$ cat config.mk
export PLATFORM = sky130hd
export DESIGN_NAME = gasp_ctrl
export DESIGN_NICKNAME = d
export VERILOG_FILES = /design/src/rtl/gasp_pkg.sv /design/src/rtl/gasp_ctrl.sv
export SDC_FILE = /design/constraint.sdc
export NUM_CORES = 1
export LEC_CHECK = 0
export CAP_MARGIN = 15
export CORE_ASPECT_RATIO = 1.5
export CORE_MARGIN = 3
export CORE_UTILIZATION = 25
export CTS_CLUSTER_SIZE = 40
export DETAILED_ROUTE_END_ITERATION = 10
export DONT_BUFFER_PORTS = 1
export SLEW_MARGIN = 40
export SYNTH_ARGS = -nofsm -noshare
export SYNTH_HDL_FRONTEND = slang
export SYNTH_SLANG_ARGS = --single-unit
$ cat constraint.sdc
create_clock -name clk -period 5.1 [get_ports clk]
set_clock_uncertainty 0.2 [all_clocks]
set_input_delay 0.765 -clock clk [delete_from_list [all_inputs] [get_ports clk]]
set_output_delay 0.765 -clock clk [all_outputs]
set_load 0.02 [all_outputs]
$ cat src/rtl/gasp_pkg.sv
// ----------------------------------------------------------------------------
// gasp_pkg
// Shared types, constants and helper functions for the grid path search block.
// ----------------------------------------------------------------------------
package gasp_pkg;

  // Map geometry follows the 6-bit coordinate fields.
  localparam int XW    = 6;
  localparam int IW    = 2 * XW;
  localparam int CELLS = 1 << IW;
  localparam int LW    = IW + 1;
  localparam int GW    = 16;
  localparam int HW    = 10;
  localparam int FW    = GW + 1;

  // Step costs and register reset value.
  localparam logic [HW-1:0] COST_STRAIGHT = HW'(10);
  localparam logic [HW-1:0] COST_DIAG     = HW'(14);
  localparam logic [LW-1:0] LIMIT_RST     = LW'(2000);

  // Operation codes.
  localparam logic [1:0] OP_WRITE  = 2'd0;
  localparam logic [1:0] OP_SEARCH = 2'd1;
  localparam logic [1:0] OP_READ   = 2'd2;

  // Result status codes.
  localparam logic [1:0] RS_DONE   = 2'd0;
  localparam logic [1:0] RS_FOUND  = 2'd1;
  localparam logic [1:0] RS_NOPATH = 2'd2;
  localparam logic [1:0] RS_RANGE  = 2'd3;

  // Node status codes.
  localparam logic [1:0] NS_NONE   = 2'd0;
  localparam logic [1:0] NS_OPEN   = 2'd1;
  localparam logic [1:0] NS_CLOSED = 2'd2;

  // Signed offsets in eight bits.
  localparam logic [7:0] OFS_POS  = 8'h01;
  localparam logic [7:0] OFS_ZERO = 8'h00;
  localparam logic [7:0] OFS_NEG  = 8'hFF;

  typedef struct packed {
    logic [1:0]    op;
    logic [XW-1:0] cell_x;
    logic [XW-1:0] cell_y;
    logic [XW-1:0] target_x;
    logic [XW-1:0] target_y;
    logic          walkable;
    logic [IW-1:0] step_index;
  } in_item_t;

  typedef struct packed {
    logic [1:0]    status;
    logic [LW-1:0] path_length;
    logic [LW-1:0] iterations_used;
    logic [XW-1:0] step_x;
    logic [XW-1:0] step_y;
  } out_item_t;

  // Datapath micro-operations issued by the controller.
  typedef enum logic [4:0] {
    UOP_NONE,
    UOP_CLR_MAP,
    UOP_LATCH,
    UOP_MAP_WR,
    UOP_SRCH_INIT,
    UOP_CLR_STAT,
    UOP_INS_START,
    UOP_SCAN_INIT,
    UOP_SCAN_RD_LIST,
    UOP_SCAN_RD_NODE,
    UOP_SCAN_CMP,
    UOP_POP_RD,
    UOP_POP_WR,
    UOP_NB_RD1,
    UOP_NB_RD2,
    UOP_NB_RD3,
    UOP_NB_RD4,
    UOP_NB_ACT,
    UOP_NB_SKIP,
    UOP_ITER_INC,
    UOP_TR_WR,
    UOP_TR_STEP,
    UOP_PATH_RD,
    UOP_OUT
  } uop_t;

  typedef struct packed {
    uop_t       uop;
    logic [1:0] res_status;
  } dp_cmd_t;

  typedef struct packed {
    logic [1:0] op;
    logic       clr_last;
    logic       open_empty;
    logic       limit_hit;
    logic       scan_last;
    logic       cur_at_target;
    logic       nb_oob;
    logic       walk_ok;
    logic       dir_last;
    logic       trace_at_start;
    logic       sidx_ok;
  } dp_flags_t;

  // Column offset of each neighbor direction.
  function automatic logic [7:0] step_dx(input logic [2:0] d);
    logic [7:0] r;
    case (d)
      3'd0, 3'd1, 3'd2: r = OFS_POS;
      3'd3, 3'd4:       r = OFS_ZERO;
      default:          r = OFS_NEG;
    endcase
    return r;
  endfunction

  // Row offset of each neighbor direction.
  function automatic logic [7:0] step_dy(input logic [2:0] d);
    logic [7:0] r;
    case (d)
      3'd0, 3'd3, 3'd5: r = OFS_POS;
      3'd1, 3'd6:       r = OFS_ZERO;
      default:          r = OFS_NEG;
    endcase
    return r;
  endfunction

  function automatic logic is_diag(input logic [2:0] d);
    return (d == 3'd0) || (d == 3'd2) || (d == 3'd5) || (d == 3'd7);
  endfunction

  // Octile distance between two cells.
  function automatic logic [HW-1:0] octile(input logic [XW-1:0] ax, input logic [XW-1:0] ay,
                                           input logic [XW-1:0] bx, input logic [XW-1:0] by);
    logic [XW-1:0] ddx;
    logic [XW-1:0] ddy;
    logic [XW-1:0] mn;
    logic [XW-1:0] mx;
    ddx = (ax > bx) ? ax - bx : bx - ax;
    ddy = (ay > by) ? ay - by : by - ay;
    mn  = (ddx > ddy) ? ddy : ddx;
    mx  = (ddx > ddy) ? ddx : ddy;
    return HW'(COST_DIAG * HW'(mn)) + HW'(COST_STRAIGHT * HW'(mx - mn));
  endfunction

endpackage

$ cat src/rtl/gasp_ctrl.sv
// ----------------------------------------------------------------------------
// gasp_ctrl
// Controller: sequences map writes, path reads and the search loop, and runs
// the handshakes of both channels.
// ----------------------------------------------------------------------------
module gasp_ctrl import gasp_pkg::*; (
  input  logic      clk,
  input  logic      rst_n,
  input  logic      in_valid,
  output logic      in_stall,
  output logic      out_valid,
  input  logic      out_stall,
  input  dp_flags_t flags,
  output dp_cmd_t   cmd
);

  typedef enum logic [4:0] {
    S_INIT, S_IDLE, S_DISP, S_CLR, S_START, S_LOOP, S_RDL, S_RDN, S_CMP,
    S_POPR, S_POPW, S_CHK, S_N1, S_N2, S_N3, S_N4, S_N5, S_ITER, S_TRW,
    S_TRS, S_OUT
  } state_t;

  state_t     state_r, state_nxt;
  logic [1:0] res_r, res_nxt;
  logic       out_valid_r;
  logic       out_free;
  uop_t       uop;

  assign out_free  = !out_valid_r || !out_stall;
  assign in_stall  = (state_r != S_IDLE);
  assign out_valid = out_valid_r;
  assign cmd.uop        = uop;
  assign cmd.res_status = res_r;

  // Next state and micro-operation.
  always_comb begin
    state_nxt = state_r;
    res_nxt   = res_r;
    uop       = UOP_NONE;
    case (state_r)
      S_INIT: begin
        uop = UOP_CLR_MAP;
        if (flags.clr_last) state_nxt = S_IDLE;
      end
      S_IDLE: begin
        if (in_valid) begin
          uop       = UOP_LATCH;
          state_nxt = S_DISP;
        end
      end
      S_DISP: begin
        res_nxt   = RS_DONE;
        state_nxt = S_OUT;
        case (flags.op)
          OP_WRITE: uop = UOP_MAP_WR;
          OP_SEARCH: begin
            uop       = UOP_SRCH_INIT;
            state_nxt = S_CLR;
          end
          OP_READ: begin
            uop     = UOP_PATH_RD;
            res_nxt = flags.sidx_ok ? RS_DONE : RS_RANGE;
          end
          default: ;
        endcase
      end
      S_CLR: begin
        uop = UOP_CLR_STAT;
        if (flags.clr_last) state_nxt = S_START;
      end
      S_START: begin
        uop       = UOP_INS_START;
        state_nxt = S_LOOP;
      end
      S_LOOP: begin
        uop = UOP_SCAN_INIT;
        if (flags.open_empty || flags.limit_hit) begin
          res_nxt   = RS_NOPATH;
          state_nxt = S_OUT;
        end else begin
          state_nxt = S_RDL;
        end
      end
      S_RDL: begin
        uop       = UOP_SCAN_RD_LIST;
        state_nxt = S_RDN;
      end
      S_RDN: begin
        uop       = UOP_SCAN_RD_NODE;
        state_nxt = S_CMP;
      end
      S_CMP: begin
        uop       = UOP_SCAN_CMP;
        state_nxt = flags.scan_last ? S_POPR : S_RDL;
      end
      S_POPR: begin
        uop       = UOP_POP_RD;
        state_nxt = S_POPW;
      end
      S_POPW: begin
        uop       = UOP_POP_WR;
        state_nxt = S_CHK;
      end
      S_CHK: begin
        state_nxt = flags.cur_at_target ? S_TRW : S_N1;
      end
      S_N1: begin
        if (flags.nb_oob) begin
          uop       = UOP_NB_SKIP;
          state_nxt = flags.dir_last ? S_ITER : S_N1;
        end else begin
          uop       = UOP_NB_RD1;
          state_nxt = S_N2;
        end
      end
      S_N2, S_N3, S_N4: begin
        if (!flags.walk_ok) begin
          uop       = UOP_NB_SKIP;
          state_nxt = flags.dir_last ? S_ITER : S_N1;
        end else if (state_r == S_N2) begin
          uop       = UOP_NB_RD2;
          state_nxt = S_N3;
        end else if (state_r == S_N3) begin
          uop       = UOP_NB_RD3;
          state_nxt = S_N4;
        end else begin
          uop       = UOP_NB_RD4;
          state_nxt = S_N5;
        end
      end
      S_N5: begin
        uop       = UOP_NB_ACT;
        state_nxt = flags.dir_last ? S_ITER : S_N1;
      end
      S_ITER: begin
        uop       = UOP_ITER_INC;
        state_nxt = S_LOOP;
      end
      S_TRW: begin
        uop = UOP_TR_WR;
        if (flags.trace_at_start) begin
          res_nxt   = RS_FOUND;
          state_nxt = S_OUT;
        end else begin
          state_nxt = S_TRS;
        end
      end
      S_TRS: begin
        uop       = UOP_TR_STEP;
        state_nxt = S_TRW;
      end
      S_OUT: begin
        if (out_free) begin
          uop       = UOP_OUT;
          state_nxt = S_IDLE;
        end
      end
      default: state_nxt = S_IDLE;
    endcase
  end

  // State, result code and output valid.
  always_ff @(posedge clk) begin
    if (!rst_n) begin
      state_r     <= S_INIT;
      res_r       <= RS_DONE;
      out_valid_r <= 1'b0;
    end else begin
      state_r <= state_nxt;
      res_r   <= res_nxt;
      if (uop == UOP_OUT) begin
        out_valid_r <= 1'b1;
      end else if (!out_stall) begin
        out_valid_r <= 1'b0;
      end
    end
  end

`ifndef ASSERT_OFF
  // A result is loaded only when the output register is free.
  a_out_free: assert property (@(posedge clk) disable iff (!rst_n)
    (uop == UOP_OUT) |-> out_free)
    else $error("result overwrote a pending transfer");

  // Every item leaves the idle state for dispatch.
  a_latch_disp: assert property (@(posedge clk) disable iff (!rst_n)
    (uop == UOP_LATCH) |=> (state_r == S_DISP))
    else $error("accepted item not dispatched");

  // A search result reports found only after a traced start cell.
  a_found_trace: assert property (@(posedge clk) disable iff (!rst_n)
    ($rose(res_r == RS_FOUND)) |-> ($past(state_r) == S_TRW))
    else $error("path found without trace");
`endif

endmodule

## After elaboration in Yosys (flattened, before gate mapping)

Cells that the tools add are included.

- Mux-type cells: 28
- Reductions and logical operators: 11
- Eq/ne operators: 31

Operator list:

| operator | count |
|---|---|
| case mux 5 bit (18 select lines) | 2 |
| two-way mux 5 bit | 15 |
| equality test 5 x 4 -> 1 bit, second input constant | 8 |
| equality test 5 bit, second input constant | 6 |
| equality test 5 x 3 -> 1 bit, second input constant | 4 |
| case mux 5 bit (3 select lines) | 1 |
| inequality test 2 bit, second input constant | 6 |
| equality test 5 x 2 -> 1 bit, second input constant | 2 |
| two-way mux 2 bit | 5 |
| case mux 2 bit (3 select lines) | 1 |
| equality test 5 x 1 -> 1 bit, second input constant | 1 |
| zero test 5 bit | 1 |
| inequality test 5 x 1 -> 1 bit, second input constant | 1 |
| two-way mux 4 bit | 1 |
| AND reduction 4 bit | 1 |
| two-way mux 3 bit | 1 |
| AND reduction 3 bit | 1 |
| nonzero test 3 bit | 1 |
| OR reduction 3 bit | 1 |
| equality test 2 x 1 -> 1 bit, second input constant | 1 |
| equality test 2 bit, second input constant | 1 |
| zero test 1 bit | 2 |
| zero test 2 bit | 1 |
| logical OR 1 bit | 2 |
| 3 further kinds | 4 |

- Input port bits: 16
- Output and inout bits: 9
- Bits in registers: 8
- Word-level logic and storage cells: 73

## Longest topological paths before layout

Gate-level depths: netlist (run 1).

- Word-level depth: 7
- Depth in mapped cells: 8
- Depth with buffers taken out: 7

## Least setup slack after synthesis (run 1)

No wires, ideal clock.

- Path kind: input to output
- From: in flags[10] (netlist bit)
- To: out cmd[4] (netlist bit)
- Setup slack: 2143 ps
- Buffers on the path: 0
- Arrival: 1992 ps
- Data required time: 4135 ps
- Stages on the path: 6
- Cell sequence: inv_1 -> ha_1 -> or3_1 -> a31oi_1 -> nor2_1 -> or3_1

RTL lines:

| element | line | RTL |
|---|---|---|
| start: declaration | gasp_ctrl.sv:13 | `input dp_flags_t flags,` |
| end: declaration | gasp_ctrl.sv:14 | `output dp_cmd_t cmd` |

==> metrics.cfg, run 1 <==
[outcome]
status = completed

[timing]
max_slew_margin_pct = 46.9
maxSlewViolCount = 0
fin_crit_ns = 3.32
layout_worst_path_cycle_share_pct = 65.2
fmax_mhz = 301
tightest_slew_ns = 0.789
finalSetupViolCount = 0
fin_hold_ws_ns = 0.358
finalHoldViolCount = 0
finalSetupTns_ns = 0
rsz0062_at_grt = false

[floorplan]
num_rows = 29
core_area_mm2 = 0.00435
die_w_um = 61.7
ios = 25
start_util_pct = 26.7
die_y_um = 89.5
dieArea_mm2 = 0.00552

[clock_network]
cts_buffer_depth = 2
cts_resized = 0
cts_tree = done
clk_pin_slew_ns = 0.05
ctsHoldBuffers = 0
clkSinkCount = 8
clock_latency_ns = 0.24
h-tree-depth = 1
numCtsBuffers = 3
post-cts-setup-buffers = 0
cts_root_buf = clkbuf_8

[yosys]
synth_ff_type = dfxtp_1
synth-edff-count = 0
synth_warnings = 0
syn-cell-area_mm2 = 0.00116
yosysUniqueCellTypes = 52
synth_async_sr_flop_share_pct = 0
netlist_instances = 167
ys_seq_area_share_pct = 13.8
avgSynthCellArea_um2 = 6.96
synth_seq_cells = 8
syn_nets = 188

[global_route]
grt.total_usage_pct = 14.4
grt_start_max_net_pins = 28
grt_pass1_vias = 1219
antenna_found_initial = 0
grt_overflow = 0
grt_pass1_wl_um = 5890

[route]
viasPerCell = 6.00
wire_per_inst_um = 17.5
drc = 0
routed.top_layer = met4
wirelength_um = 3600
vias = 1231
met3_length_um = 269
first_pass_iters = 4
wl_met2_um = 1830
ant_nets = 0
drtIter0Drc = 46
wl_met1_um = 1330

[worst_setup_path]
slowest_stage = dfxtp_1
cpPeakStageDelay_ns = 0.70
critPathKind = reg2out
start_kind = register
cp.required_ns = 4.14
path_cells = nor2b_1, o21a_1, a21oi_1, o21ai_0
reg2reg_depth = 5
cp-end-kind = output port
worst-r2r-setup-slack_ns = 2.50
crit_fanout = 15
arrival_ns = 2.36

[min_path]
hold_path_depth = 2
hold_path.class = reg2reg

[final_layout]
drive_gt1_share_pct = 6.92
n_antenna_cell = 0
area_growth_pct = 1.83
num-fill-cells = 493
fin_nets = 182

[placement]
numPortBuffers = 0
gp_congestion = 0.880
place_hpwl_um = 2740

[pwr]
irDropWorstVdd_v = 0.0000936
p_per_area_mw_per_mm2 = 164
p_leak_nw = 0.487

[job]
maxCapViolCount = 0

flip-flops by register name, indices dropped and copies added, names as in the netlist:
register and cells:
res_r 2, state_r 5, out_valid 1
layout by cell type, fill, tap and decap left out, types with 2 or more instances in the layout:
cell type	count
a211o_1	3
a21boi_0	3
a21o_1	2
a21oi_1	11
a22oi_1	4
a31oi_1	3
and2_1	2
and2b_1	2
and3b_1	2
clkbuf_8	3
dfxtp_1	6
dfxtp_2	2
ha_1	5
inv_1	4
nand2_1	15
nand2b_1	2
nand3_1	4
nand4_1	2
nor2_1	15
nor2b_1	11
nor3_1	4
nor3b_1	4
nor4_1	2
o211ai_1	3
o21a_1	4
o21ai_0	14
o22ai_1	2
o311a_1	2
or3_1	2
area by class of cell:
type | count | area, um^2 | share of cell area [%]
well taps | 46 | 57.6 | 4.86
multi-input cells | 143 | 903 | 76.3
flip-flops and latches | 8 | 163 | 13.7
clock buffers | 3 | 41.3 | 3.49
inverters | 5 | 18.8 | 1.59
synthesized netlist by cell type (3+ instances only):
| master | count | area [um^2] |
|---|---|---|
| buf_6 | 3 | 33.8 |
| buf_4 | 4 | 30.0 |
| o21a_1 | 4 | 30.0 |
| ha_1 | 5 | 62.6 |
| dfxtp_1 | 8 | 160 |
| inv_1 | 4 | 15.0 |
| nor3_1 | 4 | 20.0 |
| nor2_1 | 15 | 56.3 |
| a21boi_0 | 3 | 22.5 |
| nand2_1 | 15 | 56.3 |
| a22oi_1 | 4 | 30.0 |
| o211ai_1 | 3 | 22.5 |
| a31oi_1 | 3 | 18.8 |
| nor3b_1 | 4 | 30.0 |
| o21ai_0 | 14 | 70.1 |
| a21oi_1 | 11 | 55.1 |
| clkbuf_1 | 3 | 11.3 |
| nor2b_1 | 11 | 68.8 |
| a211o_1 | 3 | 26.3 |
| nand3_1 | 4 | 20.0 |
worst max-delay path, delay by kind of cell, from the launching register on:
| kind | cells | cell delay (ns) |
|---|---|---|
| compound gates | 3 | 0.86 |
| flops | 1 | 0.70 |
| simple gates | 1 | 0.55 |
metal layers:
layer	GRT usage, %	vias to the layer above
met4	8.49	0
li1	-	604
met3	3.61	17
met5	0	-
met1	15.5	565
met2	24.6	45
through the flow:
step / power (W) / instances / area [um^2] / utilization, % / setup slack [ns]
5_1_grt: 0.000204 / 205 / 1180 / 27.2 / 1.60
6_report: 0.000194 / 205 / 1180 / 27.2 / 1.78
4_1_cts: 0.000195 / 205 / 1180 / 27.1 / 1.79
3_3_place_gp: 0.000113 / 202 / 1140 / 26.2 / 2.04
2_1_floorplan: 0.000109 / 167 / 1160 / - / 2.14
3_5_place_dp: 0.000113 / 202 / 1140 / 26.2 / 2.04
path summary, 6_finish.rpt:
| kind | start | endpoint |
|---|---|---|
| min reg2reg | res_r[0] | res_r[0] |
| min | res_r[0] | res_r[0] |
| max reg2reg | state_r[2] | out_valid |
| max | state_r[2] | cmd[2] |
report_power, final:
part,switching [W],leakage [nW],internal [W]
registers,0.00000999,0.0655,0.0000646
clock network,0.0000302,0.0216,0.0000516
logic,0.0000217,0.400,0.0000161
total,0.0000619,0.487,0.000132
cell families after synthesis:
group / count (synthesis) / share of synthesized area [%]
adder cells (fa/ha/maj): 5 / 5.38
flip-flops: 8 / 13.8
XOR/XNOR: 2 / 1.51
buffers and inverters: 16 / 8.50
AO/OA/AOI/OAI: 60 / 34.6
AND/OR/NAND/NOR: 76 / 36.3
Power figures use the tool's default switching activity.
==> inputs of run 2 (changes only) <==
clock period = 3.47 ns   (was 5.1 ns; I/O delays follow)
==> run 2 against run 1 <==
- non-clock buffer count increased by 3
- total power is 46% higher
- sequential power grew 37%
- critical path depth increased by 1
- die area unchanged
- clock power up 39%
- count of clock-buffer cells in the layout stayed put
- worst hold slack lost 0.14 ns
- sequential cell count is the same
- via count is 1.7% higher
- routed wire length down 1.0%
==> metrics.cfg, run 2 (synthesis gave the netlist of run 1 again) <==
[clock_network]
cts_buffer_depth = 2
cts_resized = 0
clkSinkCount = 8
clock_latency_ns = 0.23
ctsHoldBuffers = 0
post-cts-setup-buffers = 0
numCtsBuffers = 3
cts_tree = done
cts_root_buf = clkbuf_8
clk_pin_slew_ns = 0.04
h-tree-depth = 1

[placement]
place_hpwl_um = 2760
numPortBuffers = 0
gp_congestion = 0.878

[timing]
fin_crit_ns = 2.85
layout_worst_path_cycle_share_pct = 82.1
finalSetupTns_ns = 0
maxSlewViolCount = 0
fmax_mhz = 351
tightest_slew_ns = 0.685
finalSetupViolCount = 0
fin_hold_ws_ns = 0.215
max_slew_margin_pct = 54.2
finalHoldViolCount = 0
rsz0062_at_grt = false

[global_route]
antenna_found_initial = 0
grt.total_usage_pct = 14.0
grt_pass1_wl_um = 5840
grt_start_max_net_pins = 24
grt_pass1_vias = 1248
grt_overflow = 0

[floorplan]
die_w_um = 61.7
ios = 25
core_area_mm2 = 0.00435
num_rows = 29
die_y_um = 89.5
start_util_pct = 26.7
dieArea_mm2 = 0.00552

[final_layout]
top_register = state_r
n_antenna_cell = 0
final_cell_mix = 15 x nand2_1, 15 x nor2_1, 14 x o21ai_0, 11 x nor2b_1, 11 x a21oi_1
num-fill-cells = 491
area_growth_pct = 3.55
largest_reg_flops = 5
fin_nets = 185
drive_gt1_share_pct = 7.41

[min_path]
hold_path.class = in2reg

[route]
viasPerCell = 6.02
vias = 1252
drtIter0Drc = 95
wire_per_inst_um = 17.1
drc = 0
wirelength_um = 3560
first_pass_iters = 4
ant_nets = 0

[worst_setup_path]
crit_family = flip-flops
cp.required_ns = 2.75
crit_fanout = 15
slowest_stage = dfxtp_1
cp.buffers_inverters = 1
cpPeakStageDelay_ns = 0.71
path_cells = nor2b_1, o21a_1, a21oi_1, o21ai_0, buf_4
arrival_ns = 2.13
critPathKind = reg2out
cp-end-kind = output port
start_kind = register

[pwr]
p_leak_nw = 0.501
irDropWorstVdd_v = 0.000124
p_per_area_mw_per_mm2 = 236

[outcome]
status = completed

[job]
maxCapViolCount = 0

run 2: stage by stage:
stage | total power [W] | instance area (um^2) | std cells | utilization [%] | worst slack (ns)
global route | 0.000299 | 1200 | 208 | 27.6 | 0.457
floorplan | 0.000160 | 1160 | 167 | - | 1.00
CTS | 0.000288 | 1200 | 208 | 27.6 | 0.640
global placement | 0.000171 | 1160 | 205 | 26.7 | 0.890
detailed placement | 0.000171 | 1160 | 205 | 26.7 | 0.888
finish | 0.000284 | 1200 | 208 | 27.6 | 0.620
run 2: power breakdown:
| part | switching, W | internal [W] |
|---|---|---|
| registers | 0.00000735 | 0.0000946 |
| logic | 0.0000402 | 0.0000278 |
| clock network | 0.0000390 | 0.0000754 |
| total | 0.0000865 | 0.000198 |
run 2: layout make-up:
cell class	instances	area, um^2	area share, %
inverters	5	18.8	1.56
clock buffers	3	41.3	3.43
multi-input cells	143	903	75.1
repair buffers	3	22.5	1.87
well taps	46	57.6	4.78
flip-flops and latches	8	160	13.3
run 2: worst paths after layout:
| kind | start | endpoint | slack (ns) | depth (start not counted) |
|---|---|---|---|---|
| worst max-delay path | state_r[2] | cmd[2] | 0.62 | 5 |
| worst min-delay path | rst_n | state_r[3] | 0.21 | 1 |
| worst max register to register | state_r[2] | out_valid | 1.08 | 4 |
| worst min register to register | res_r[0] | res_r[0] | 0.36 | 2 |
run 2: routing by layer:
metal  part of all wire [%]  track usage, %  up-vias
li1                       -               -      611
met1                     36            14.6      571
met2                     52            23.1       57
met3                    8.9            4.77       13
met4                    3.4            9.27        0
met5                      0               0        -
